`src/rtl/sbsd_pkg.sv`:
```
// ============================================================================
// sbsd_pkg
// Shared types, register codes and helpers of the swept box distance unit.
// ============================================================================
package sbsd_pkg;

    localparam int CFG_IDX_W  = 3;
    localparam int CFG_DATA_W = 60;

    localparam logic [CFG_IDX_W-1:0] REG_ROT_ROW0   = 3'd0;
    localparam logic [CFG_IDX_W-1:0] REG_ROT_ROW1   = 3'd1;
    localparam logic [CFG_IDX_W-1:0] REG_ROT_ROW2   = 3'd2;
    localparam logic [CFG_IDX_W-1:0] REG_POS_X      = 3'd3;
    localparam logic [CFG_IDX_W-1:0] REG_POS_Y      = 3'd4;
    localparam logic [CFG_IDX_W-1:0] REG_POS_Z      = 3'd5;
    localparam logic [CFG_IDX_W-1:0] REG_HALF_SIZES = 3'd6;
    localparam logic [CFG_IDX_W-1:0] REG_RADIUS     = 3'd7;

    localparam int XFORM_STAGES   = 8;
    localparam int SQRT_ITER      = 34;
    localparam int DIV_ITER       = 17;
    localparam int SQRT_STEPS_DEF = 4;
    localparam int DIV_STEPS_DEF  = 4;

    localparam logic signed [31:0] DIST_MAX = 32'sh7fff_ffff;
    localparam logic signed [31:0] DIST_MIN = 32'sh8000_0000;
    localparam logic signed [17:0] GRAD_MAX = 18'sh1ffff;
    localparam logic signed [17:0] GRAD_MIN = 18'sh20000;

    typedef logic [53:0] t_rot_row;

    typedef struct packed {
        logic       in_box;
        logic       ovf;
        logic [2:0] neg;
    } t_meta;

    typedef struct packed {
        logic signed [31:0] distance;
        logic signed [17:0] gx;
        logic signed [17:0] gy;
        logic signed [17:0] gz;
        logic               in_box;
        logic               degen;
    } t_res;

    function automatic logic signed [17:0] rot_at(input t_rot_row row, input int j);
        return $signed(row[18*j +: 18]);
    endfunction

endpackage

```
`src/rtl/sbsd_sqrt.sv`:
```
// ============================================================================
// sbsd_sqrt
// Pipelined digit-by-digit integer square root of the squared length.
// ============================================================================
module sbsd_sqrt import sbsd_pkg::*; #(
    parameter int STEPS = SQRT_STEPS_DEF
) (
    input  logic        i_clk,
    input  logic        i_en,
    input  t_meta       i_meta,
    input  logic [31:0] i_c [3],
    input  logic [65:0] i_sum,
    output t_meta       o_meta,
    output logic [31:0] o_c [3],
    output logic [33:0] o_len
);

    localparam int NSTG = (SQRT_ITER + STEPS - 1) / STEPS;

    logic [67:0] r_rad  [NSTG];
    logic [35:0] r_rem  [NSTG];
    logic [33:0] r_res  [NSTG];
    t_meta       r_meta [NSTG];
    logic [31:0] r_c    [NSTG][3];

    for (genvar g = 0; g < NSTG; g++) begin : g_stg
        logic [67:0] rad_in, n_rad;
        logic [35:0] rem_in, n_rem;
        logic [33:0] res_in, n_res;
        t_meta       meta_in;
        logic [31:0] c_in [3];

        if (g == 0) begin : g_head
            assign rad_in  = {2'b00, i_sum};
            assign rem_in  = '0;
            assign res_in  = '0;
            assign meta_in = i_meta;
            assign c_in    = i_c;
        end else begin : g_body
            assign rad_in  = r_rad[g-1];
            assign rem_in  = r_rem[g-1];
            assign res_in  = r_res[g-1];
            assign meta_in = r_meta[g-1];
            assign c_in    = r_c[g-1];
        end

        always_comb begin
            logic [37:0] remx;
            logic [37:0] trial;
            n_rad = rad_in;
            n_rem = rem_in;
            n_res = res_in;
            remx  = '0;
            trial = '0;
            for (int t = 0; t < STEPS; t++) begin
                if (g * STEPS + t < SQRT_ITER) begin
                    remx  = {n_rem, n_rad[67:66]};
                    trial = {2'b00, n_res, 2'b01};
                    n_rad = {n_rad[65:0], 2'b00};
                    if (remx >= trial) begin
                        n_rem = 36'(remx - trial);
                        n_res = {n_res[32:0], 1'b1};
                    end else begin
                        n_rem = 36'(remx);
                        n_res = {n_res[32:0], 1'b0};
                    end
                end
            end
        end

        always_ff @(posedge i_clk) begin
            if (i_en) begin
                r_rad[g]  <= n_rad;
                r_rem[g]  <= n_rem;
                r_res[g]  <= n_res;
                r_meta[g] <= meta_in;
                r_c[g]    <= c_in;
            end
        end
    end

    assign o_meta = r_meta[NSTG-1];
    assign o_c    = r_c[NSTG-1];
    assign o_len  = r_res[NSTG-1];

endmodule

```
`config.mk`:
```
export PLATFORM = sky130hd
export DESIGN_NAME = sbsd_sqrt
export DESIGN_NICKNAME = d
export VERILOG_FILES = /design/src/rtl/sbsd_pkg.sv /design/src/rtl/sbsd_sqrt.sv
export SDC_FILE = /design/constraint.sdc
export NUM_CORES = 2
export LEC_CHECK = 0
export BUFFER_PORTS_ARGS = -buffer_cell sky130_fd_sc_hd__buf_2
export CORE_MARGIN = 3
export CORE_UTILIZATION = 57
export CTS_CLUSTER_SIZE = 8
export DETAILED_ROUTE_END_ITERATION = 10
export GPL_TIMING_DRIVEN = 0
export PLACE_DENSITY = 0.74
export SYNTH_ARGS = -nofsm -noshare
export SYNTH_HDL_FRONTEND = slang
export SYNTH_SLANG_ARGS = --single-unit
```
`constraint.sdc`:
```
create_clock -name i_clk -period 13.35 [get_ports i_clk]
set_clock_uncertainty 0.2 [all_clocks]
set_input_delay 4.005 -clock i_clk [delete_from_list [all_inputs] [get_ports i_clk]]
set_output_delay 4.005 -clock i_clk [all_outputs]
set_load 0.02 [all_outputs]
```
==> results_dict.tcl <==
set metrics [dict create \
    outcome "completed" \
    wirelength_microns 271000 \
    synthFlopType "edfxtp_1" \
    root_buffer "clkbuf_16" \
    synth_compound_area_frac 0.157 \
    synth-xor-area-share 0.0748 \
    postSynthCellCount 9235 \
    final_util 0.654 \
    crit_slowest_cell "edfxtp_1" \
    antenna_found_initial 7 \
    die_y_microns 420 \
    finalNetCount 10600 \
    vias_per_cell 6.24 \
    clkTransAtPathRegs_ns 0.05 \
    wire_per_inst_microns 22.4 \
    dieArea_sq_mm 0.177 \
    io_buffers 302 \
    area_growth_pct 13.6 \
    worst-setup-path-type "flop to flop" \
    fmax_ghz 0.0769 \
    synthAdderAreaFrac 0.0761 \
    grt_max_degree 185 \
    start_util 0.575 \
    synth_cell_type_count 121 \
    synth_top_family_by_area "compound AO/OA/AOI/OAI gates" \
    setup_ws_ns 0.353 \
    critPathMaxFanout 10 \
    antenna_left 0 \
    postSynth.asyncResetShare 0 \
    grt_pass1_vias 72600 \
    final-max-slew-violation-count 0 \
    vias 75600 \
    htree_num_levels 4 \
    rows 151 \
    post-route-drc-count 0 \
    layout_commonest_cell "edfxtp_1" \
    clock-sinks 1622 \
    synth_area_sq_mm 0.0978 \
    dp_hpwl_microns 201000 \
    drv_cap 0 \
    track_usage 0.300 \
    grt-ovfl-total 0 \
    ios 304 \
    dieWidth_microns 420 \
    slew_headroom 0.147 \
    cts_tree "yes" \
    drive_above_1_share 0.130 \
    most-common-layout-cells "edfxtp_1 (1622), nand2_1 (722), nor2_1 (719)" \
    synthSimpleGateAreaFrac 0.156 \
    grt_pass1_wl_microns 414000 \
    rsz0062_at_grt "yes" \
    use_met2 0.501 \
    busiest_layer "met2" \
    clk_latency_ns 0.84 \
    critPathLaunchType "flop" \
    drt_iter0_markers 7563 \
    setup_viol 0 \
    synth_seq_area_share 0.498 \
    yosys-top-cells-area "edfxtp_1 (50%), ha_1 (7.6%), xnor2_1 (4.8%)" \
    fin_crit_ns 13.00 \
    tightest_slew_ns 1.26 \
    numCtsBuffers 224 \
    place_congestion 0.975 \
    power_density_mw_per_mm2 258 \
    yosysTopAreaCellShare 0.498 \
    worstPathArrival_ns 13.37 \
    min_period_over_period 0.974 \
    hp-class "flop to flop" \
    synthMuxAreaShare 0.0116 \
    coreArea_sq_mm 0.170 \
    crit_required_ns 13.72 \
    ys_seq_elements 1622 \
    yosysTopAreaCell "edfxtp_1" \
    cts_buffer_depth 3 \
    yosys_warnings 0 \
    pre_cts_slack_ns -4.43 \
    peakVddDrop_uv 529 \
    gr-usage-met3 0.0405 \
    slowest_delay_ns 0.47 \
    synth_area_per_cell_sq_um 10.6 \
    crit_family "compound AO/OA/AOI/OAI gates" \
    crit_buf_inv 9 \
    finalHoldViolations 0 \
    synth_edf_count 1622 \
    grtUsageMet1 0.403 \
    p_leak_nw 42.8 \
    drt-pass1-iter-count 8 \
    worst_setup_path_end_kind "flop" \
]
[synth_stat cells (90+ instances only)]
| library cell | number |
|---|---|
| xnor2_1 | 535 |
| nor2_1 | 728 |
| o21ai_0 | 513 |
| and3_1 | 101 |
| or3_1 | 91 |
| xor2_1 | 301 |
| nor2b_1 | 109 |
| o21a_1 | 90 |
| a21oi_1 | 740 |
| inv_1 | 404 |
| a21o_1 | 284 |
| edfxtp_1 | 1622 |
| nor3_1 | 254 |
| clkbuf_1 | 191 |
| nand2_1 | 730 |
| nand2b_1 | 106 |
| nor4_1 | 90 |
| nand4_1 | 139 |
| ha_1 | 595 |
| nand3_1 | 251 |
| a31oi_1 | 94 |
[layer usage]
metal	wire, microns	share of wire
met1	115000	0.42
met2	130000	0.48
met4	9710	0.036
met3	16800	0.062
met5	0	0
[layout make-up]
| type | count | area [sq um] |
|---|---|---|
| clock inverters | 22 | 488 |
| repair buffers | 430 | 2710 |
| plain buffers | 215 | 1160 |
| multi-input cells | 6950 | 48000 |
| flip-flops and latches | 1622 | 48700 |
| clock buffers | 235 | 5670 |
| well taps | 2218 | 2780 |
| diodes | 1 | 2.50 |
| fillers | 13200 | 58900 |
| inverters | 417 | 1650 |
[cells by family (layout without fill, tap and decap cells)]
kind of cell    count (synthesis)  in the layout
compound gates               2405           2405
xor+xnor                      836            836
fa+ha+maj                     595            595
buf+inv                       666           1319
flops                        1622           1622
mux                           104            104
other cells                     2              6
simple gates                 3005           3005
[timing repair]
item | CTS | global route
endpoints found under the setup margin | 256 | 259
cloned | 0 | 0
gates resized for setup | 270 | 274
hold buffers | 0 | 0
pin swaps | 20 | 55
setup buffers | 49 | 70
[registers in the layout, indices dropped and copies added, names as in the netlist]
| signal | count |
|---|---|
| r_meta | 45 |
| r_rem | 288 |
| r_res | 169 |
| r_rad | 256 |
| r_c | 864 |
[through the flow]
| stage | setup TNS [ns] | hold WS (ns) | total power [mW] | cells | cell area, sq um |
|---|---|---|---|---|---|
| 6_report | 0 | 0.167 | 28.7 | 12100 | 111000 |
| 5_1_grt | -0.308 | 0.174 | 30.6 | 12100 | 111000 |
| 4_1_cts | -0.173 | 0.162 | 28.0 | 12100 | 110000 |
| 3_5_place_dp | -572.35 | 0.205 | 22.6 | 11800 | 102000 |
| 3_3_place_gp | - | 0.200 | 22.6 | 11800 | 102000 |
| 2_1_floorplan | 0 | 0.200 | 18.9 | 9238 | 97900 |
[final timing paths]
| path | from | endpoint | slack, ns | cells after the start |
|---|---|---|---|---|
| min | r_rad[0][15]$_DFFE_PP_ | r_rad[0][87]$_DFFE_PP_ | 0.17 | 0 |
| max | r_res[0][204]$_DFFE_PP_ | r_rem[0][283]$_DFFE_PP_ | 0.35 | 58 |
| min reg2reg | r_rad[0][15]$_DFFE_PP_ | r_rad[0][87]$_DFFE_PP_ | 0.17 | 0 |
| max reg2reg | r_res[0][204]$_DFFE_PP_ | r_rem[0][283]$_DFFE_PP_ | 0.35 | 58 |
[power by group]
part | internal, mW | leakage, nW | switching, mW | total [mW]
combinational | 6.49 | 24.1 | 9.94 | 16.4
clock | 3.01 | 2.99 | 2.05 | 5.06
sequential | 6.72 | 15.7 | 0.437 | 7.16
Power figures use the tool's default switching activity.
